`src/design/assert_macros.svh`:
```
// Assertion macros used by the Kalman filter bank core.
`ifndef ASSERT_MACROS_SVH
`define ASSERT_MACROS_SVH

// The consequent must hold in the same cycle as the antecedent.
`define SKF_ASSERT_NOW(lbl, clk, rstn, ante, cons, msg) \
    lbl: assert property (@(posedge clk) disable iff (!(rstn)) (ante) |-> (cons)) \
        else $error(msg);

// The consequent must hold in the cycle after the antecedent.
`define SKF_ASSERT_NEXT(lbl, clk, rstn, ante, cons, msg) \
    lbl: assert property (@(posedge clk) disable iff (!(rstn)) (ante) |=> (cons)) \
        else $error(msg);

`endif

```
`src/design/skf_pkg.sv`:
```
// Types, constants and register codes of the scalar Kalman filter bank.
package skf_pkg;

    localparam int CHANNELS_DEF = 8;
    localparam int CH_W         = 3;
    localparam int IDX_MAX_W    = 6;
    localparam int DATA_W       = 32;
    localparam int K_W          = 29;
    localparam int DIV_STEPS    = 29;
    localparam int DIV_CNT_W    = 5;
    localparam int CFG_IDX_W    = 3;

    // 1.0 in unsigned Q4.28 as a covariance and in unsigned Q1.28 as a gain.
    localparam logic [DATA_W-1:0] ONE_Q28 = 32'd268435456;
    localparam logic [K_W-1:0]    K_ONE   = 29'd268435456;

    // Configuration register indexes.
    localparam logic [CFG_IDX_W-1:0] REG_Q_LINEAR  = 3'd0;
    localparam logic [CFG_IDX_W-1:0] REG_R_LINEAR  = 3'd1;
    localparam logic [CFG_IDX_W-1:0] REG_Q_ANGULAR = 3'd2;
    localparam logic [CFG_IDX_W-1:0] REG_R_ANGULAR = 3'd3;
    localparam logic [CFG_IDX_W-1:0] REG_Q_MOTION  = 3'd4;
    localparam logic [CFG_IDX_W-1:0] REG_R_MOTION  = 3'd5;

    // Register reset values.
    localparam logic [DATA_W-1:0] RST_Q_LINEAR  = 32'd26844;
    localparam logic [DATA_W-1:0] RST_R_LINEAR  = 32'd2684355;
    localparam logic [DATA_W-1:0] RST_Q_ANGULAR = 32'd134218;
    localparam logic [DATA_W-1:0] RST_R_ANGULAR = 32'd2147;
    localparam logic [DATA_W-1:0] RST_Q_MOTION  = 32'd26843546;
    localparam logic [DATA_W-1:0] RST_R_MOTION  = 32'd201326592;

    // Channel bounds of the noise pairs: the last linear channel and the motion channel.
    localparam logic [CH_W-1:0] CH_LINEAR_LAST = 3'd2;
    localparam logic [CH_W-1:0] CH_MOTION      = 3'd6;

    typedef enum logic [2:0] {
        S_IDLE,
        S_READ,
        S_PRED,
        S_DIV,
        S_MULX,
        S_MULP,
        S_WB,
        S_DONE
    } t_state;

    // Write into the state store.
    typedef struct packed {
        logic                 en;
        logic [IDX_MAX_W-1:0] idx;
        logic [DATA_W-1:0]    est;
        logic [DATA_W-1:0]    cov;
    } t_state_wr;

    // Status of the gain divider.
    typedef struct packed {
        logic           done;
        logic [K_W-1:0] k;
    } t_div_rsp;

endpackage

```
`src/design/skf_div.sv`:
```
// Serial restoring divider that forms the gain K = Ppred * 2^28 / (Ppred + R).
module skf_div (
    input  logic                          i_clk,
    input  logic                          i_rst_n,
    input  logic                          i_start,
    input  logic [skf_pkg::DATA_W-1:0]    i_ppred,
    input  logic [skf_pkg::DATA_W:0]      i_den,
    output skf_pkg::t_div_rsp             o_rsp
);
    import skf_pkg::*;

    logic                 r_busy;
    logic                 r_done;
    logic [DIV_CNT_W-1:0] r_cnt;
    logic [DATA_W+1:0]    r_rem;
    logic [DATA_W:0]      r_den;
    logic [K_W-1:0]       r_quo;
    logic                 r_zero;
    logic [DATA_W+2:0]    w_trial;
    logic                 w_bit;
    logic [DATA_W+1:0]    w_rem_new;

    // Trial subtraction for one quotient bit.
    assign w_trial   = {1'b0, r_rem} - {2'b00, r_den};
    assign w_bit     = ~w_trial[DATA_W+2];
    assign w_rem_new = w_bit ? w_trial[DATA_W+1:0] : r_rem;

    // Control: busy while the DIV_STEPS quotient bits are formed, then a one-cycle done pulse.
    always_ff @(posedge i_clk) begin
        if (!i_rst_n) begin
            r_busy <= 1'b0;
            r_done <= 1'b0;
        end else begin
            r_done <= 1'b0;
            if (i_start) begin
                r_busy <= 1'b1;
            end else if (r_busy && r_cnt == DIV_CNT_W'(1)) begin
                r_busy <= 1'b0;
                r_done <= 1'b1;
            end
        end
    end

    // Datapath: remainder starts at Ppred, the first bit is the 1.0 bit.
    always_ff @(posedge i_clk) begin
        if (i_start) begin
            r_cnt  <= DIV_CNT_W'(DIV_STEPS);
            r_rem  <= {1'b0, i_ppred, 1'b0} >> 1;
            r_den  <= i_den;
            r_quo  <= '0;
            r_zero <= (i_den == '0);
        end else if (r_busy) begin
            r_quo <= {r_quo[K_W-2:0], w_bit};
            r_cnt <= r_cnt - DIV_CNT_W'(1);
            if (r_cnt == DIV_CNT_W'(1)) begin
                r_rem <= w_rem_new;
            end else begin
                r_rem <= {w_rem_new[DATA_W:0], 1'b0};
            end
        end
    end

    // A zero denominator gives a zero gain.
    assign o_rsp.done = r_done;
    assign o_rsp.k    = r_zero ? '0 : r_quo;

endmodule

```
`config.mk`:
```
export PLATFORM = sky130hd
export DESIGN_NAME = skf_div
export DESIGN_NICKNAME = d
export VERILOG_FILES = /design/src/design/assert_macros.svh /design/src/design/skf_pkg.sv /design/src/design/skf_div.sv
export SDC_FILE = /design/constraint.sdc
export NUM_CORES = 1
export LEC_CHECK = 0
export BUFFER_PORTS_ARGS = -buffer_cell sky130_fd_sc_hd__buf_2
export CAP_MARGIN = 20
export CORE_ASPECT_RATIO = 2
export CORE_UTILIZATION = 45
export CTS_CLUSTER_DIAMETER = 120
export DETAILED_ROUTE_END_ITERATION = 12
export PLACE_DENSITY = 0.71
export SETUP_SLACK_MARGIN = 0.1
export SLEW_MARGIN = 10
export SYNTH_ARGS = -nofsm -noshare
export SYNTH_HDL_FRONTEND = slang
export SYNTH_SLANG_ARGS = --single-unit
```
`constraint.sdc`:
```
create_clock -name i_clk -period 4 [get_ports i_clk]
set_clock_uncertainty 0.15 [all_clocks]
set_input_delay 0.4 -clock i_clk [delete_from_list [all_inputs] [get_ports i_clk]]
set_output_delay 0.4 -clock i_clk [all_outputs]
set_load 0.03 [all_outputs]
```
## Word-level counts from Yosys, hierarchy flattened

Cells that the tools add are included.

| storage, ports and cells | value |
|---|---|
| bits in registers | 104 |
| latch bits | 0 |
| bits in writable memories | 0 |
| ROM bits | 0 |
| input port bits | 68 |
| output and inout bits | 30 |
| logic and storage cells | 29 |
| memories kept | 0 |

| operators by class | value |
|---|---|
| add/subtract/negate cells | 2 |
| multiply operators | 0 |
| divide/modulo/power cells | 0 |
| order comparisons | 0 |
| equality and inequality tests | 2 |
| shifts and indexed selects | 0 |
| mux-type cells | 8 |
| bitwise operators | 2 |
| reductions and logical operators | 6 |

Operators with widths:

| operator | count |
|---|---|
| two-way mux 34 bit | 2 |
| two-way mux 32 bit | 2 |
| subtractor 34 x 33 -> 35 bit | 1 |
| zero test 33 bit | 1 |
| two-way mux 29 bit | 1 |
| equality test 5 x 1 -> 1 bit, second input constant | 1 |
| subtractor 5 x 1 -> 5 bit, second input constant | 1 |
| nonzero test 2 bit | 2 |
| two-way mux 1 bit | 3 |
| != test 2 bit, second input constant | 1 |
| inverter 1 bit | 2 |
| AND reduction 2 bit | 1 |
| OR reduction 2 bit | 1 |
| logical AND 1 bit | 1 |

## Logic depth before layout (Yosys ltp)

| depth | value |
|---|---|
| depth in word-level cells | 5 |
| mapped depth | 15 |
| gate-level depth less buffers | 14 |

## Worst setup path after synthesis

OpenSTA, ideal clock, no wires.

| timing path | value |
|---|---|
| kind | register to register |
| from | register r_rem[0] |
| to | register r_rem[22] (data pin) |
| setup time | 0.254 ns |
| arrival time | 2.851 ns |
| required time | 3.596 ns |
| setup slack | 0.745 ns |
| stages on the path, launching flop included | 16 |
| buffers on the path | 1 |
| period minus slack after synthesis | 3.255 ns |
| cells stage by stage | edfxtp_1 -> inv_1 -> ha_1 -> inv_1 -> fa_1 -> a211oi_2 -> nor4_2 -> nor2_1 -> a21oi_4 -> o31ai_4 -> a211o_2 -> buf_2 -> a21oi_1 -> a211oi_1 -> a211oi_1 -> a21o_1 |

| between the ends | value |
|---|---|
| longest elaborated chain between the ends | 5 |

RTL lines:

| what | line | source |
|---|---|---|
| start, declared | skf_div.sv:15 | `logic [DATA_W+1:0] r_rem;` |
| start signal, assigned | skf_div.sv:48 | `r_rem <= {1'b0, i_ppred, 1'b0} >> 1;` |
| start signal, assigned | skf_div.sv:56 | `r_rem <= w_rem_new;` |
| start signal, assigned | skf_div.sv:58 | `r_rem <= {w_rem_new[DATA_W:0], 1'b0};` |
| subtractor 34 x 33 -> 35 bit | skf_div.sv:24 | `assign w_trial = {1'b0, r_rem} - {2'b00, r_den};` |
| two-way mux 34 bit | skf_div.sv:26 | `assign w_rem_new = w_bit ? w_trial[DATA_W+1:0] : r_rem;` |
| two-way mux 34 bit | skf_div.sv:55 | `if (r_cnt == DIV_CNT_W'(1)) begin` |
| two-way mux 32 bit | skf_div.sv:52 | `end else if (r_busy) begin` |
| two-way mux 32 bit | skf_div.sv:46 | `if (i_start) begin` |

No other way between the ends. The select of a mux whose other input is x is not followed.
A chain may end at the register's enable or synchronous reset.

## Worst setup path in the final report

| timing path | value |
|---|---|
| from | register r_rem[0] |
| to | register r_rem[31] (data pin) |

Same word-level chain as after synthesis.

==> summary.md <==
| Metric | Value |
|---|---|
| WP data required | about 4.0 ns |
| Post-route minimum period | approximately 3.7 ns |
| Initial Util | 46.4% |
| Critical Path End Type | flop |
| Maximum clock insertion buffer count | 2 |
| Initial antenna violation count | 0 |
| Avg Cell Area, Syn | 9.19 um^2 |
| GP Congestion | around 0.93 |
| Worst VDD drop | between 0.2 and 0.25 mV |
| Die Y-Extent | ~170 um |
| Syn Inst Count | 729 |
| Layout Cells excl Fill | a little over 1000 |
| Post-Place Cells | 1004 |
| Worst Hold Margin | about 0.086 ns |
| # diodes | 0 |
| Aggregate global routing overflow | 0 |
| # DRC | 0 |
| Final Slew Violations | 0 |
| CP Launch Type | flop |
| Setup CP Type | reg2reg |
| Ys Warns | 0 |
| HPWL Detailed | between 10 and 15 mm |
| Routed WL | between 15 and 20 mm |
| P_leak | 3.38 nW |
| CTS tree | built |
| First-pass DRT Iterations | 5 |
| DR iter-0 viols | 282 |
| Post-synth EDFFs | 66 |
| Die footprint | between 0.015 and 0.02 mm^2 |
| Synth cell types | 71 |
| Slew @ Worst Pin | between 0.9 and 1 ns |
| Routed Antenna Nets | 0 |
| Number of max-cap violations | 0 |
| Status | finished, final reports clean |
| #FFs+latches synth | 104 |
| Final setup vio count | 0 |
| Async SR Flop Fraction | 0% |
| Root Buffer | clkbuf_16 |
| I/O Buffers | 97 |
| Number of global-route vias before repair | between 5000 and 6000 |
| Synthesized Nets | about 830 |
| RSZ-0062 raised after global routing | false |
| Vias/cell | roughly 5.5 |
| Die width | about 88 um |
| Fraction of layout cells with a size suffix above 1 | 19.5% |
| Tightest Hold Check Type | in2reg |
| Vias | 5592 |
| Clock Latency Late Sink | approximately 0.35 ns |
| Layout area overhead | 15.1% |
| Worst slew margin | 38.0% |
| Clock tree sinks | 104 |
| Crit path DAT | ~3.6 ns |
| Seq/Total Area, Yosys | between 40% and 50% |
| Reg clk slew, reported paths | around 0.08 ns |
| Crit Path Max Fanout | 16 |
| Post-synthesis cell area | approximately 0.0067 mm^2 |
| Num ports | 98 |
| Largest net degree at the start of global routing | 59 |
| Main flop type after synthesis | edfxtp_1 |
| Fin crit share | 91.6% |
| Rows | 62 |
| Maximum clock rate | approximately 270 MHz |
| Setup TNS | 0 ns |
| Drt wl/cell | approximately 17 um |
| Max H-tree Level | 3 |
| Core Area | between 0.01 and 0.015 mm^2 |
| Final Hold Vio Count | 0 |
| Total power | roughly 3.8 mW |
| GRT Resource Usage Total | roughly 23% |
| Pwr/cell area | 489 mW/mm^2 |
| Wire length of the first global-routing pass | 27.2 mm |
| CTS buffer count | 9 |
| Final #Nets | about 930 |
[kinds of logic after synthesis]
kind of cell	Yosys count	synth area share (%)
xor+xnor	32	4.19
mux	53	8.02
flops	104	41.0
fa+ha+maj	36	6.84
buf+inv	82	5.64
simple gates	261	18.3
compound gates	161	16.1
[cell type report]
| cell class | count | area [um^2] |
|---|---|---|
| flip-flops and latches | 104 | 2740 |
| clock inverters | 7 | 71.3 |
| clock buffers | 9 | 225 |
| fillers | 1379 | 6720 |
| inverters | 47 | 176 |
| well taps | 192 | 240 |
| repair buffers | 120 | 661 |
| multi-input cells | 543 | 3590 |
[critical path, stage by stage (launching register included)]
cell      delay, ns
edfxtp_1       0.40
inv_1          0.07
ha_1           0.16
inv_1          0.06
fa_1           0.44
a211oi_2       0.27
nor4_2         0.08
nor2_1         0.24
a21oi_4        0.11
o31ai_4        0.24
buf_4          0.21
a211o_4        0.26
buf_4          0.25
nand2_1        0.10
nor2_1         0.11
a31oi_1        0.06
a22o_1         0.20
[through the flow]
stage               area, um^2  worst slack, ns  utilization, %
finish                    7710            0.335            53.4
CTS                       7700            0.252            53.4
global route              7710            0.111            53.4
global placement          7390           0.0616            51.2
floorplan                 6700            0.745               -
detailed placement        7390          -0.0429            51.2
[power by group]
group	switching, mW	total [mW]	internal [mW]
Combinational	0.903	1.56	0.652
Clock	0.442	0.884	0.442
Sequential	0.0618	1.33	1.27
Total	1.41	3.77	2.36
[synthesized netlist by cell type (4+ instances only)]
cell type / instances / area [um^2]
o21ai_0: 22 / 110
mux2i_1: 48 / 480
a22o_1: 4 / 35.0
xor2_1: 13 / 114
a211oi_1: 11 / 82.6
a21o_1: 10 / 75.1
clkbuf_8: 4 / 55.1
nor3_1: 8 / 40.0
nand3_1: 11 / 55.1
ha_1: 35 / 438
clkbuf_1: 20 / 75.1
o21ai_1: 18 / 90.1
edfxtp_1: 66 / 1980
nand4_1: 5 / 31.3
nor2_1: 66 / 248
nor4_1: 9 / 56.3
a21oi_1: 48 / 240
nand2_1: 104 / 390
xnor2_1: 19 / 166
nor2b_1: 33 / 206
mux2_2: 5 / 56.3
o21a_1: 4 / 30.0
a31oi_1: 5 / 31.3
and3_1: 5 / 31.3
inv_1: 47 / 176
dfxtp_1: 38 / 761
[cells in the final DEF (no fill, tap or decap), types with 8 or more instances in the layout]
cell type	count
buf_4	24
nor4_1	9
edfxtp_1	66
buf_2	96
o21ai_1	18
mux2i_1	48
nor3_1	8
nand3_1	11
a21oi_1	48
xnor2_1	19
xor2_1	13
nor2b_1	33
nand2_1	104
o21ai_0	22
clkbuf_16	9
dfxtp_1	37
ha_1	35
a211oi_1	11
inv_1	47
nor2_1	66
a21o_1	10
[routing by layer]
metal / up-vias / GRT usage, % / part of all wire, %
li1: 2788 / - / -
met1: 2609 / 23.4 / 36
met2: 145 / 41.8 / 54
met3: 50 / 4.04 / 3.6
met4: 0 / 14.0 / 5.9
met5: - / 0 / 0
[final timing paths]
| path | startpoint | end | slack [ns] | cells after the start |
|---|---|---|---|---|
| setup reg to reg | r_rem[0] | r_rem[31] | 0.33 | 16 |
| hold reg to reg | r_cnt[1] | r_cnt[1] | 0.35 | 2 |
| setup / recovery | r_rem[0] | r_rem[31] | 0.33 | 16 |
| hold / removal | i_den[16] | r_den[16] | 0.09 | 1 |
[repair_timing]
item                                    in CTS  in global routing
pin swaps                                    1                  0
hold buffers                                 0                  0
setup buffers                                2                  0
endpoints found under the setup margin       2                  5
hold endpoints to repair                     0                  0
gates resized for setup                      0                  1
[flip-flops by register name (all words and copies together), names as in the netlist]
name    count
r_zero      1
r_den      33
r_quo      29
r_rem      34
r_busy      1
r_done      1
r_cnt       5
No activity file was read; power rests on OpenSTA's default activity.
