## src/design/assert_macros.svh

```systemverilog
// Assertion macros used by the Kalman filter bank core.
`ifndef ASSERT_MACROS_SVH
`define ASSERT_MACROS_SVH

// The consequent must hold in the same cycle as the antecedent.
`define SKF_ASSERT_NOW(lbl, clk, rstn, ante, cons, msg) \
    lbl: assert property (@(posedge clk) disable iff (!(rstn)) (ante) |-> (cons)) \
        else $error(msg);

// The consequent must hold in the cycle after the antecedent.
`define SKF_ASSERT_NEXT(lbl, clk, rstn, ante, cons, msg) \
    lbl: assert property (@(posedge clk) disable iff (!(rstn)) (ante) |=> (cons)) \
        else $error(msg);

`endif

```

## src/design/skf_pkg.sv

```systemverilog
// Types, constants and register codes of the scalar Kalman filter bank.
package skf_pkg;

    localparam int CHANNELS_DEF = 8;
    localparam int CH_W         = 3;
    localparam int IDX_MAX_W    = 6;
    localparam int DATA_W       = 32;
    localparam int K_W          = 29;
    localparam int DIV_STEPS    = 29;
    localparam int DIV_CNT_W    = 5;
    localparam int CFG_IDX_W    = 3;

    // 1.0 in unsigned Q4.28 as a covariance and in unsigned Q1.28 as a gain.
    localparam logic [DATA_W-1:0] ONE_Q28 = 32'd268435456;
    localparam logic [K_W-1:0]    K_ONE   = 29'd268435456;

    // Configuration register indexes.
    localparam logic [CFG_IDX_W-1:0] REG_Q_LINEAR  = 3'd0;
    localparam logic [CFG_IDX_W-1:0] REG_R_LINEAR  = 3'd1;
    localparam logic [CFG_IDX_W-1:0] REG_Q_ANGULAR = 3'd2;
    localparam logic [CFG_IDX_W-1:0] REG_R_ANGULAR = 3'd3;
    localparam logic [CFG_IDX_W-1:0] REG_Q_MOTION  = 3'd4;
    localparam logic [CFG_IDX_W-1:0] REG_R_MOTION  = 3'd5;

    // Register reset values.
    localparam logic [DATA_W-1:0] RST_Q_LINEAR  = 32'd26844;
    localparam logic [DATA_W-1:0] RST_R_LINEAR  = 32'd2684355;
    localparam logic [DATA_W-1:0] RST_Q_ANGULAR = 32'd134218;
    localparam logic [DATA_W-1:0] RST_R_ANGULAR = 32'd2147;
    localparam logic [DATA_W-1:0] RST_Q_MOTION  = 32'd26843546;
    localparam logic [DATA_W-1:0] RST_R_MOTION  = 32'd201326592;

    // Channel bounds of the noise pairs: the last linear channel and the motion channel.
    localparam logic [CH_W-1:0] CH_LINEAR_LAST = 3'd2;
    localparam logic [CH_W-1:0] CH_MOTION      = 3'd6;

    typedef enum logic [2:0] {
        S_IDLE,
        S_READ,
        S_PRED,
        S_DIV,
        S_MULX,
        S_MULP,
        S_WB,
        S_DONE
    } t_state;

    // Write into the state store.
    typedef struct packed {
        logic                 en;
        logic [IDX_MAX_W-1:0] idx;
        logic [DATA_W-1:0]    est;
        logic [DATA_W-1:0]    cov;
    } t_state_wr;

    // Status of the gain divider.
    typedef struct packed {
        logic           done;
        logic [K_W-1:0] k;
    } t_div_rsp;

endpackage

```

## src/design/skf_state_store.sv

```systemverilog
// Per-channel estimate and covariance memory with primed bits.
module skf_state_store #(
    parameter int CHANNELS = skf_pkg::CHANNELS_DEF,
    parameter int IDX_W    = 3
) (
    input  logic                           i_clk,
    input  logic                           i_rst_n,
    input  logic                           i_rd_en,
    input  logic [skf_pkg::IDX_MAX_W-1:0]  i_rd_idx,
    input  skf_pkg::t_state_wr             i_wr,
    output logic                           o_primed,
    output logic [skf_pkg::DATA_W-1:0]     o_est,
    output logic [skf_pkg::DATA_W-1:0]     o_cov
);
    import skf_pkg::*;

    logic [2*DATA_W-1:0] mem [CHANNELS];
    logic [CHANNELS-1:0] r_primed;
    logic [2*DATA_W-1:0] r_rd_data;
    logic                r_rd_primed;

    // Synchronous memory: one write and one registered read per cycle.
    always_ff @(posedge i_clk) begin
        if (i_wr.en) begin
            mem[i_wr.idx[IDX_W-1:0]] <= {i_wr.cov, i_wr.est};
        end
        if (i_rd_en) begin
            r_rd_data <= mem[i_rd_idx[IDX_W-1:0]];
        end
    end

    // Primed bits double as valid bits for the memory entries.
    always_ff @(posedge i_clk) begin
        if (!i_rst_n) begin
            r_primed    <= '0;
            r_rd_primed <= 1'b0;
        end else begin
            if (i_wr.en) begin
                r_primed[i_wr.idx[IDX_W-1:0]] <= 1'b1;
            end
            if (i_rd_en) begin
                r_rd_primed <= r_primed[i_rd_idx[IDX_W-1:0]];
            end
        end
    end

    // An entry never written reads as the reset state.
    assign o_primed = r_rd_primed;
    assign o_est    = r_rd_primed ? r_rd_data[DATA_W-1:0] : '0;
    assign o_cov    = r_rd_primed ? r_rd_data[2*DATA_W-1:DATA_W] : ONE_Q28;

endmodule

```

## config.mk

```make
export PLATFORM = sky130hd
export DESIGN_NAME = skf_state_store
export DESIGN_NICKNAME = d
export VERILOG_FILES = /design/src/design/assert_macros.svh /design/src/design/skf_pkg.sv /design/src/design/skf_state_store.sv
export SDC_FILE = /design/constraint.sdc
export NUM_CORES = 1
export LEC_CHECK = 0
export ABC_AREA = 1
export BUFFER_PORTS_ARGS = -buffer_cell sky130_fd_sc_hd__buf_4
export CAP_MARGIN = 20
export CORE_MARGIN = 2
export CORE_UTILIZATION = 60
export DETAILED_ROUTE_END_ITERATION = 16
export GPL_ROUTABILITY_DRIVEN = 0
export MAX_ROUTING_LAYER = met4
export PLACE_DENSITY = 0.88
export SLEW_MARGIN = 15
export SYNTH_ARGS = -nofsm -noshare
export SYNTH_HDL_FRONTEND = slang
export SYNTH_SLANG_ARGS = --single-unit
```

## constraint.sdc

```tcl
create_clock -name i_clk -period 4.94 [get_ports i_clk]
set_input_delay 0.741 -clock i_clk [delete_from_list [all_inputs] [get_ports i_clk]]
set_output_delay 0.741 -clock i_clk [all_outputs]
set_load 0.005 [all_outputs]
```

; ---- Word level (Yosys, flattened, before mapping)
; Memory sizes are Yosys's and may differ from the RTL's. A register that Yosys moved wholly into a read port is not among the register bits.
; Index checks and enable logic that the tools add are counted.
[word_totals]
elab_cells = 16
ff_bits = 9
ramBits = 512
inputBits = 80
output_inout_bits = 65
n_memories = 1
[memory_table]
columns = name, depth, word_bits, read_ports, rd_clocked_by_memory_dff, write_ports, line
row1 = mem, 8, 64, 1, 1, 1, skf_state_store.sv:17  ; logic [2*DATA_W-1:0] mem [CHANNELS];
[op_classes]
reduce_logical = 1
n_bitwise = 1
muxes = 8
order_cmp = 3
[ops]
columns = op, count
row1 = 2-to-1 mux 32 bit, 2
row2 = "less-than comparator 3 x 4 -> 1 bit, second input constant", 2
row3 = OR 8 bit, 1
row4 = 2-to-1 mux 1 bit, 4
row5 = binary-select mux 1 bit (select 3 bit), 1
row6 = demux 1 bit (select 3 bit), 1
row7 = "greater-or-equal comparator 3 x 1 -> 1 bit, second input constant", 1
row8 = logical AND 1 bit, 1

; ---- Longest topological paths before layout
; Gate-level depths: netlist (run 1).
[logic_depth]
ltp_word = 5
depth_mapped = 9
ltp_nobuf = 6

; ---- Worst setup path before layout (run 1)
; No wires, ideal clock.
[synth_path]
path_kind = input to register
from = in i_wr[70] (netlist name)
to = mem mem[4][0] (netlist name), enable pin
t_arrival_ps = 3629
t_required_ps = 4451
setup_ps = 489
path_stages = 4
slack_ps = 822
n_path_buf = 0
path_cell_list = inv_1 -> nor2_1 -> inv_1 -> nor2_1
[synth_via]
elab_chain_len = 2
[synth_lines]
columns = element, line
row1 = start: declaration, skf_state_store.sv:10  ; input skf_pkg::t_state_wr i_wr,
row2 = 2-to-1 mux 1 bit, skf_state_store.sv:24  ; if (i_wr.en) begin
row3 = 2-to-1 mux 1 bit (implied by the code), skf_state_store.sv:25  ; mem[i_wr.idx[IDX_W-1:0]] <= {i_wr.cov, i_wr.est};
row4 = end: declaration, skf_state_store.sv:17
; No other way between the ends.

; ---- Final worst setup path (run 1)
[layout_path]
from = reg r_rd_primed, in the netlist o_primed
to = out o_cov[21] (netlist name)
[layout_via]
elab_chain_len = 1
[layout_lines]
columns = element, line
row1 = start: declaration, skf_state_store.sv:20  ; logic r_rd_primed;
row2 = start signal: assignment, skf_state_store.sv:42  ; r_rd_primed <= r_primed[i_rd_idx[IDX_W-1:0]];
row3 = 2-to-1 mux 32 bit, skf_state_store.sv:50  ; assign o_cov = r_rd_primed ? r_rd_data[2*DATA_W-1:DATA_W] : ONE_Q28;
row4 = end: declaration, skf_state_store.sv:13  ; output logic [skf_pkg::DATA_W-1:0] o_cov
; No other way between the ends.

==> results of run 1 <==
==> per-layer routing <==
metal	vias up	routed length [um]	share of wire [%]
met5	-	0	0
met1	6991	18670	35
li1	6346	-	-
met4	0	1666	3.1
met3	141	6533	12
met2	1182	27170	50
==> sequential cells by signal (all words and copies together), names as in the netlist <==
register   count
mem          512
r_rd_data     64
r_primed       8
o_primed       1
==> layout by cell type (no fill, tap or decap) <==
| cell type | netlist | routed |
|---|---|---|
| edfxtp_1 | 576 | 576 |
| nand2_1 | 267 | 267 |
| o22ai_1 | 128 | 128 |
| diode_2 | 0 | 4 |
| nor2_4 | 0 | 8 |
| inv_6 | 1 | 4 |
| buf_16 | 0 | 3 |
| dfxtp_1 | 9 | 8 |
| o21ai_0 | 245 | 245 |
| inv_1 | 82 | 80 |
| buf_12 | 0 | 7 |
| a21oi_1 | 1 | 1 |
| buf_4 | 12 | 152 |
| inv_2 | 0 | 1 |
| nor2_1 | 284 | 276 |
| bufinv_16 | 0 | 5 |
| dfxtp_2 | 0 | 1 |
| buf_6 | 10 | 1 |
| clkinv_2 | 0 | 10 |
| clkinv_1 | 0 | 6 |
| nand3_1 | 6 | 6 |
| clkinv_4 | 0 | 1 |
| o21ai_1 | 12 | 12 |
| clkbuf_8 | 0 | 1 |
| clkbuf_1 | 61 | 15 |
| clkbuf_16 | 0 | 53 |
==> critical path, cell delays in order (launching register included) <==
cell and delay (ns):
dfxtp_2 0.72, buf_16 0.27, buf_4 0.31, nand2_1 0.16, inv_1 0.10, buf_4 0.11
==> final timing paths <==
check        depth (start not counted)           to  slack, ns        start
max                                  5    o_cov[21]       1.92     o_primed
min                                  1   mem[0][41]       0.37      i_wr[9]
max reg2reg                          2     o_primed       3.63     o_primed
min reg2reg                          2  r_primed[7]       0.48  r_primed[7]
==> power by group through the flow <==
| stage | Combinational, mW | Sequential, mW | Clock (mW) |
|---|---|---|---|
| 2_1_floorplan | 0.352 | 5.80 | 0 |
| 3_3_place_gp | 0.574 | 5.81 | 0 |
| 3_5_place_dp | 0.611 | 5.82 | 0 |
| 4_1_cts | 0.628 | 5.72 | 3.98 |
| 5_1_grt | 0.705 | 5.73 | 4.16 |
| 6_report | 0.654 | 5.72 | 3.97 |
==> through the flow <==
| stage | setup slack (ns) | util [%] | cells | power [mW] |
|---|---|---|---|---|
| after floorplan | 0.8222 | - | 1717 | 6.154 |
| after global placement | 2.008 | 64.93 | 2237 | 6.383 |
| after detailed placement | 1.981 | 64.93 | 2237 | 6.430 |
| after CTS | 1.674 | 69.41 | 2330 | 10.32 |
| after global routing | 1.891 | 69.77 | 2339 | 10.60 |
| final | 1.925 | 69.77 | 2339 | 10.34 |
==> area by class of cell <==
class	instances	share of cell area (%)
Antenna cell	4	0.03900
Sequential cell	585	68.10
Inverter	83	1.238
Tap cell	468	2.281
Multi-Input combinational cell	943	16.56
Clock inverter	24	0.9847
Clock buffer	69	5.440
Timing Repair Buffer	163	5.358
==> kinds of logic (layout without fill, tap and decap cells) <==
family	Yosys count	count (layout)
flip-flops	585	585
AND/OR/NAND/NOR	557	557
AO/OA/AOI/OAI	386	386
buffers and inverters	189	339
other	0	4
==> flow_metrics.tcl, run 1 <==
set metrics [dict create \
    use_met1_pct 35.24 \
    power_frac_clock_pct 38.4 \
    clk_latency_ns 0.60 \
    path_max_fanout 25 \
    initial_utilization_pct 61.25 \
    cts_hold_buf 0 \
    hold_path_class "in2reg" \
    rows 70 \
    finClkSkew_ns 0.03354 \
    clockRootBuffer "clkbuf_16" \
    detail-route-antenna-nets 0 \
    ys.flop_type "edfxtp_1" \
    route.vias.total 14660 \
    finalCritPeriodShare_pct 61.03 \
    cts-resized-gates 0 \
    grt-ovfl-total 0 \
    yosys-top-cells-count "edfxtp_1, nor2_1, nand2_1, o21ai_0, o22ai_1" \
    cp-start-kind "register" \
    setup_viol 0 \
    synth_top_family_by_area "simple AND/OR/NAND/NOR gates" \
    yosys.area.top_type "edfxtp_1" \
    cts_sinks 585 \
    switchingPower_mw 2.228 \
    multiInputGateArea_um2 4250 \
    drc_errors 0 \
    firstDrtPassIters 6 \
    post_drt_wl_per_cell_um 23.10 \
    grt_pass1_vias 14700 \
    ios 145 \
    fmaxAchievable_mhz 331.7 \
    die_area_um2 39120 \
    grt-busiest-layer "met2" \
    cts_tree "yes" \
    async_reset_ff_share_pct 0 \
    combPwrFrac_pct 6.3 \
    num-fill-cells 2157 \
    final_area_um2 25670 \
    postCtsSetupRepairBufs 0 \
    muxShareOfSynthArea_pct 0 \
    nets 1908 \
    yosysWarnings 0 \
    hpwl_mm 25.37 \
    cts.clk_slew.worst_paths_ns 0.07 \
    netlist_instances 1717 \
    placed_cell_area_um2 23880 \
    yosysMostFrequentCell "edfxtp_1" \
    drv_slew 0 \
    area_delta_synth_final_pct 13.92 \
    fp.dieW_um 197.8 \
    synth_compound_area_share_pct 9.285 \
    synth_xor_area_share_pct 0 \
    cp.required_ns 4.20 \
    synth_edf_count 576 \
    synth_area_leaders "edfxtp_1, o21ai_0, nor2_1" \
    path_class "reg2out" \
    clockBufferDepth 3 \
    ys_seq_area_share_pct 77.57 \
    worstPathArrival_ns 2.27 \
    status "complete, no violations" \
    finalHoldViolCount 0 \
    rsz0062_at_grt "no" \
    synth-seq-cells 585 \
    grt_max_degree 260 \
    leakage_nw 9.341 \
    yosys.area.top_type_share_pct 76.77 \
    postSynthAreaPerCell_um2 13.12 \
    track_usage_pct 28.27 \
    tns_ns 0 \
    swShare_pct 21.55 \
    grt_pass1_wl_mm 80.50 \
    syn-num-nets 1797 \
    max-slew-margin-rel_pct 22.39 \
    regArea_um2 17480 \
    layout-drive-gt1-share_pct 13.23 \
    h-tree-depth 2 \
    antenna_found_initial 4 \
    cts_buffers 52 \
    met3_usage_pct 5.570 \
    maxCapViolations 0 \
    fp.dieH_um 197.8 \
    core_area_um2 36790 \
    grt_use_met2_pct 44.59 \
    viasPerCell 6.268 \
    seqPwrFrac_pct 55.3 \
    end_kind "primary output" \
    synthSimpleGateAreaFrac_pct 9.313 \
    postRouteWirelength_mm 54.04 \
    worst_pin_slew_ns 1.164 \
    syn_area_um2 22530 \
    io_buffers 138 \
    yosys.area_share.adder_pct 0 \
    synth_cell_types 15 \
    dr.first_iter.drc_count 2392 \
    power.internal_mw 8.113 \
    ir_worst_vdd_mv 0.3129 \
    post-route-min-period_ns 3.015 \
    power_density_nw_per_um2 402.9 \
    holdWs_ns 0.3740 \
]
Power figures use the tool's default switching activity.
==> run 2, diff against run 1 <==
--- a/config.mk
+++ b/config.mk
@@ -5,15 +5,15 @@
 export SDC_FILE = /design/constraint.sdc
 export NUM_CORES = 1
 export LEC_CHECK = 0
-export ABC_AREA = 1
+export ABC_AREA = 0
 export BUFFER_PORTS_ARGS = -buffer_cell sky130_fd_sc_hd__buf_4
 export CAP_MARGIN = 20
 export CORE_MARGIN = 2
-export CORE_UTILIZATION = 60
+export CORE_UTILIZATION = 54
 export DETAILED_ROUTE_END_ITERATION = 16
 export GPL_ROUTABILITY_DRIVEN = 0
 export MAX_ROUTING_LAYER = met4
-export PLACE_DENSITY = 0.88
+export PLACE_DENSITY = 0.84
 export SLEW_MARGIN = 15
 export SYNTH_ARGS = -nofsm -noshare
 export SYNTH_HDL_FRONTEND = slang
==> constraint.sdc (replaced) <==
create_clock -name i_clk -period 2.77 [get_ports i_clk]
set_input_delay 0.4155 -clock i_clk [delete_from_list [all_inputs] [get_ports i_clk]]
set_output_delay 0.4155 -clock i_clk [all_outputs]
set_load 0.005 [all_outputs]
==> flow_metrics.tcl, run 2 <==
set metrics [dict create \
    placed_cell_area_um2 23810 \
    leakage_nw 8.387 \
    crit_slowest_cell "dfxtp_2" \
    holdWs_ns 0.08698 \
    clk_latency_ns 0.56 \
    yosys-top-cells-count "edfxtp_1, mux4_2, mux2_2, and2_1, clkbuf_1" \
    postSynthAreaPerCell_um2 24.02 \
    status "complete, no violations" \
    yosys.area.top_type "edfxtp_1" \
    route.vias.total 9653 \
    hold_path_class "in2reg" \
    seqPwrFrac_pct 55.7 \
    cts_buffers 52 \
    grt_pass1_wl_mm 63.67 \
    power_density_nw_per_um2 717.5 \
    layout.cells.most_common_list "edfxtp_1, buf_4, mux4_2" \
    ir_worst_vdd_mv 0.4894 \
    tns_ns 0 \
    area_delta_synth_final_pct 16.32 \
    cts_tree "yes" \
    cp.required_ns 2.35 \
    synth-seq-cells 585 \
    grt-ovfl-total 0 \
    power.internal_mw 14.78 \
    postRouteWirelength_mm 42.40 \
    synth_cell_types 19 \
    synth_edf_count 576 \
    worst-path-buf-inv 2 \
    p_total_mw 18.30 \
    fp.dieH_um 205.5 \
    path_max_fanout 47 \
    cpPeakStageDelay_ns 0.56 \
    cts.clk_slew.worst_paths_ns 0.06 \
    antenna_found_initial 3 \
    max-slew-margin-rel_pct 56.47 \
    viasPerCell 5.829 \
    ys_seq_area_share_pct 79.71 \
    grt_max_degree 66 \
    largest_reg_flops 512 \
    fmaxAchievable_mhz 438.8 \
    async_reset_ff_share_pct 0 \
    finalHoldViolCount 0 \
    yosysMostFrequentCell "edfxtp_1" \
    path_class "reg2out" \
    netlist_instances 913 \
    yosys.area.top_type_share_pct 78.89 \
    post-route-min-period_ns 2.279 \
    yosysWarnings 0 \
    maxCapViolations 0 \
    io_buffers 138 \
    synth_area_leaders "edfxtp_1, mux4_2, mux2_2" \
    cts-resized-gates 0 \
    crit_chain "buf_12 > and2_1 > buf_4" \
    grt_pass1_vias 10220 \
    core_area_um2 39910 \
    switchingPower_mw 3.524 \
    r2r_setup_slack_ns 1.28 \
    finalCritPeriodShare_pct 82.27 \
    layout_commonest_cell "edfxtp_1" \
    cp-start-kind "register" \
    setup_viol 0 \
    clockBufferDepth 3 \
    postCtsSetupRepairBufs 0 \
    finClkSkew_ns 0.009946 \
    combPwrFrac_pct 5.4 \
    rows 73 \
    final_area_um2 25500 \
    critical_path.top_delay_family "flip-flops" \
    cts_sinks 585 \
    drc_errors 0 \
    layout-drive-gt1-share_pct 38.65 \
    rsz0062_at_grt "no" \
    syn_area_um2 21930 \
    ys.flop_type "edfxtp_1" \
    h-tree-depth 2 \
    drv_slew 0 \
    firstDrtPassIters 5 \
    power_frac_clock_pct 38.9 \
    syn-num-nets 993 \
    worstPathArrival_ns 1.86 \
    worst_pin_slew_ns 0.6529 \
    track_usage_pct 21.36 \
    cts_hold_buf 0 \
    fp.dieW_um 205.5 \
    swShare_pct 19.26 \
    ios 145 \
    nets 1168 \
    end_kind "primary output" \
    post_drt_wl_per_cell_um 25.60 \
    detail-route-antenna-nets 0 \
    die_area_um2 42230 \
    hpwl_mm 21.53 \
    dr.first_iter.drc_count 930 \
    clockRootBuffer "clkbuf_16" \
    initial_utilization_pct 54.93 \
]
run 2: cell count changes after synthesis, moves of 7 or more:
cell,before,now
buf_2,23,7
mux4_2,0,129
buf_1,0,7
mux2_2,0,64
inv_1,82,0
o21ai_1,12,0
o22ai_1,128,0
and2_1,0,63
nand2_1,267,2
o21ai_0,245,1
clkbuf_1,61,20
nor2_1,284,6
buf_4,12,1
o21a_1,0,8
run 2: final timing paths:
kind                                   from            end  depth (start not counted)
worst min register to register  r_primed[7]    r_primed[7]                          1
worst max register to register   mem[0][50]  r_rd_data[50]                          2
worst min-delay path               i_wr[48]     mem[7][16]                          1
worst max-delay path               o_primed       o_cov[4]                          3
run 2: power by group through the flow:
stage          Clock (mW)  Combinational (mW)  Sequential (mW)
2_1_floorplan           0               0.567             10.3
3_3_place_gp            0               0.962             10.3
3_5_place_dp            0               0.993             10.4
4_1_cts              7.23                1.01             10.2
5_1_grt              7.55                1.07             10.2
6_report             7.13               0.989             10.2
run 2: layout make-up:
type	count	area, um2
diodes	3	7.507
clock buffers	71	1404
clock inverters	23	282.8
fillers	2463	14410
multi-input cells	284	4263
flip-flops and latches	585	17480
well taps	525	656.9
repair buffers	165	1413
run 2: stage by stage:
step | util [%] | setup slack [ns] | std cells
2_1_floorplan | - | -1.055 | 913
3_3_place_gp | 59.65 | 0.5672 | 1559
3_5_place_dp | 59.65 | 0.5443 | 1559
4_1_cts | 63.88 | 0.4733 | 1653
5_1_grt | 63.90 | 0.4055 | 1656
6_report | 63.90 | 0.4912 | 1656
run 2: worst register-to-register path, stage by stage (launching register included):
cell	delay (ns)
edfxtp_1	0.44
mux4_2	0.52
mux2_2	0.29
run 2: cell families (layout without fill, tap and decap cells):
kind of cell | after synthesis | count (layout) | share of synthesized area (%)
flip-flops | 585 | 585 | 79.71
multiplexers | 197 | 197 | 16.72
AND/OR/NAND/NOR | 77 | 77 | 2.094
buffers and inverters | 44 | 259 | 1.158
AO/OA/AOI/OAI | 10 | 10 | 0.3195
other | 0 | 3 | 0
run 2: layer usage:
layer / vias up / global-route usage (%) / part of all wire (%)
met4: 0 / 5.730 / 2.3
met3: 69 / 3.627 / 6.1
met2: 334 / 34.88 / 51
met1: 5090 / 28.32 / 41
li1: 4160 / - / -
met5: - / - / 0
==> run 3, diff against run 2 <==
==> constraint.sdc (replaced) <==
create_clock -name i_clk -period 1.9 [get_ports i_clk]
set_input_delay 0.285 -clock i_clk [delete_from_list [all_inputs] [get_ports i_clk]]
set_output_delay 0.285 -clock i_clk [all_outputs]
set_load 0.005 [all_outputs]
==> flow_metrics.tcl, run 3 (synthesis results as in run 2) <==
set metrics [dict create \
    status "complete, no violations" \
    post_drt_wl_per_cell_um 24.90 \
    ir_worst_vdd_mv 0.9551 \
    grt_pass1_wl_mm 65.63 \
    track_usage_pct 22.07 \
    cp-start-kind "register" \
    postCtsSetupRepairBufs 0 \
    finClkSkew_ns 0.01264 \
    layout-drive-gt1-share_pct 38.79 \
    switchingPower_mw 5.586 \
    clockBufferDepth 3 \
    detail-route-antenna-nets 0 \
    fp.dieW_um 205.5 \
    tns_ns 0 \
    grt_pass1_vias 10720 \
    postRouteWirelength_mm 43.54 \
    worst_pin_slew_ns 0.4983 \
    layout_setup_ws_ns 0.05372 \
    power_frac_clock_pct 40.5 \
    power.internal_mw 22.10 \
    die_area_um2 42230 \
    cp.required_ns 1.62 \
    cts_sinks 585 \
    dr.first_iter.drc_count 752 \
    nets 1254 \
    cts_tree "yes" \
    layout_commonest_cell "edfxtp_1" \
    io_buffers 138 \
    post-route-min-period_ns 1.846 \
    hold_path_class "in2reg" \
    antenna_found_initial 2 \
    finalCritPeriodShare_pct 97.17 \
    drc_errors 0 \
    firstDrtPassIters 5 \
    largest_reg_flops 512 \
    fmaxAchievable_mhz 541.6 \
    hpwl_mm 23.99 \
    dp_slack_ns 0.05838 \
    layout.cells.most_common_list "edfxtp_1, buf_4, mux4_2" \
    power_density_nw_per_um2 1036 \
    max-slew-margin-rel_pct 66.70 \
    drv_slew 0 \
    h-tree-depth 2 \
    setup_viol 0 \
    rows 73 \
    wl_met1_mm 17.63 \
    grt_max_degree 53 \
    num-fill-cells 2452 \
    clockRootBuffer "clkbuf_16" \
    viasPerCell 5.747 \
    leakage_nw 8.919 \
    route.vias.total 10050 \
    clk_latency_ns 0.60 \
    ios 145 \
    cts.clk_slew.worst_paths_ns 0.06 \
    core_area_um2 39910 \
    worstPathArrival_ns 1.56 \
    cts_buffers 56 \
    swShare_pct 20.17 \
    grt-ovfl-total 0 \
    rsz0062_at_grt "yes" \
    maxCapViolations 0 \
    fp.dieH_um 205.5 \
    finalHoldViolCount 0 \
    end_kind "primary output" \
    seqPwrFrac_pct 53.6 \
    wl_met3_mm 2.944 \
    top_layer_used "met4" \
    combPwrFrac_pct 6.0 \
    path_max_fanout 29 \
    area_delta_synth_final_pct 21.84 \
    holdWs_ns 0.1004 \
    path_class "reg2out" \
    initial_utilization_pct 54.93 \
    wl_met2_mm 22.22 \
]
## run 3: cell types whose count changed in the layout (fill, tap and decap cells not counted), moves of 2 or more
cell	change
dlygate4sd3_1	+65
buf_12	+18
clkbuf_1	-8
clkinv_2	+8
clkbuf_16	+3
clkinv_1	+3
and2_1	-2
and2_4	+2
clkinvlp_4	+2
## run 3: power by group through the flow
stage	clock network, mW	registers [mW]	logic, mW
after floorplan	0	15.1	0.840
after global placement	0	15.1	1.49
after detailed placement	0	15.1	1.53
after CTS	11.4	14.8	1.67
after global routing	11.9	14.9	1.77
final	11.2	14.8	1.65
## run 3: final cells by class
type	count	area, um2	area share (%)
clock inverters	41	432.9	1.620
diodes	2	5.005	0.01873
well taps	525	656.9	2.459
multi-input cells	284	4292	16.06
clock buffers	65	1435	5.372
repair buffers	247	2416	9.044
flip-flops and latches	585	17480	65.42
## run 3: timing repair
item / CTS / global route
pin swaps: 0 / 0
hold buffers: 65 / 0
setup endpoints to repair: 28 / 2
resized for setup: 3 / 2
endpoints found under the hold margin: 521 / 0
cloned: 0 / 0
## run 3: routing by layer
metal	vias up	global-route usage, %
li1	4347	-
met1	5290	29.34
met2	352	35.59
met3	62	4.530
met4	0	5.396
met5	-	-
## run 3: final timing paths
check,start,depth (start not counted),slack (ns),endpoint
worst max register to register,mem[7][20],2,0.47,r_rd_data[20]
worst min-delay path,i_rd_en,1,0.10,r_rd_data[57]
worst min register to register,r_primed[2],1,0.46,r_primed[2]
worst max-delay path,o_primed,3,0.05,o_cov[12]
## run 3: metrics by stage
stage / total power [mW] / cell area (um2) / utilization [%] / instances
floorplan: 15.90 / 22020 / - / 913
global placement: 16.55 / 24170 / 60.57 / 1576
detailed placement: 16.64 / 24170 / 60.57 / 1576
CTS: 27.90 / 26710 / 66.91 / 1747
global route: 28.52 / 26720 / 66.93 / 1749
finish: 27.69 / 26720 / 66.93 / 1749
## run 3: critical path: stages (launching register included)
cell	delay, ns
dfxtp_2	0.38
buf_12	0.21
and2_1	0.23
buf_4	0.14
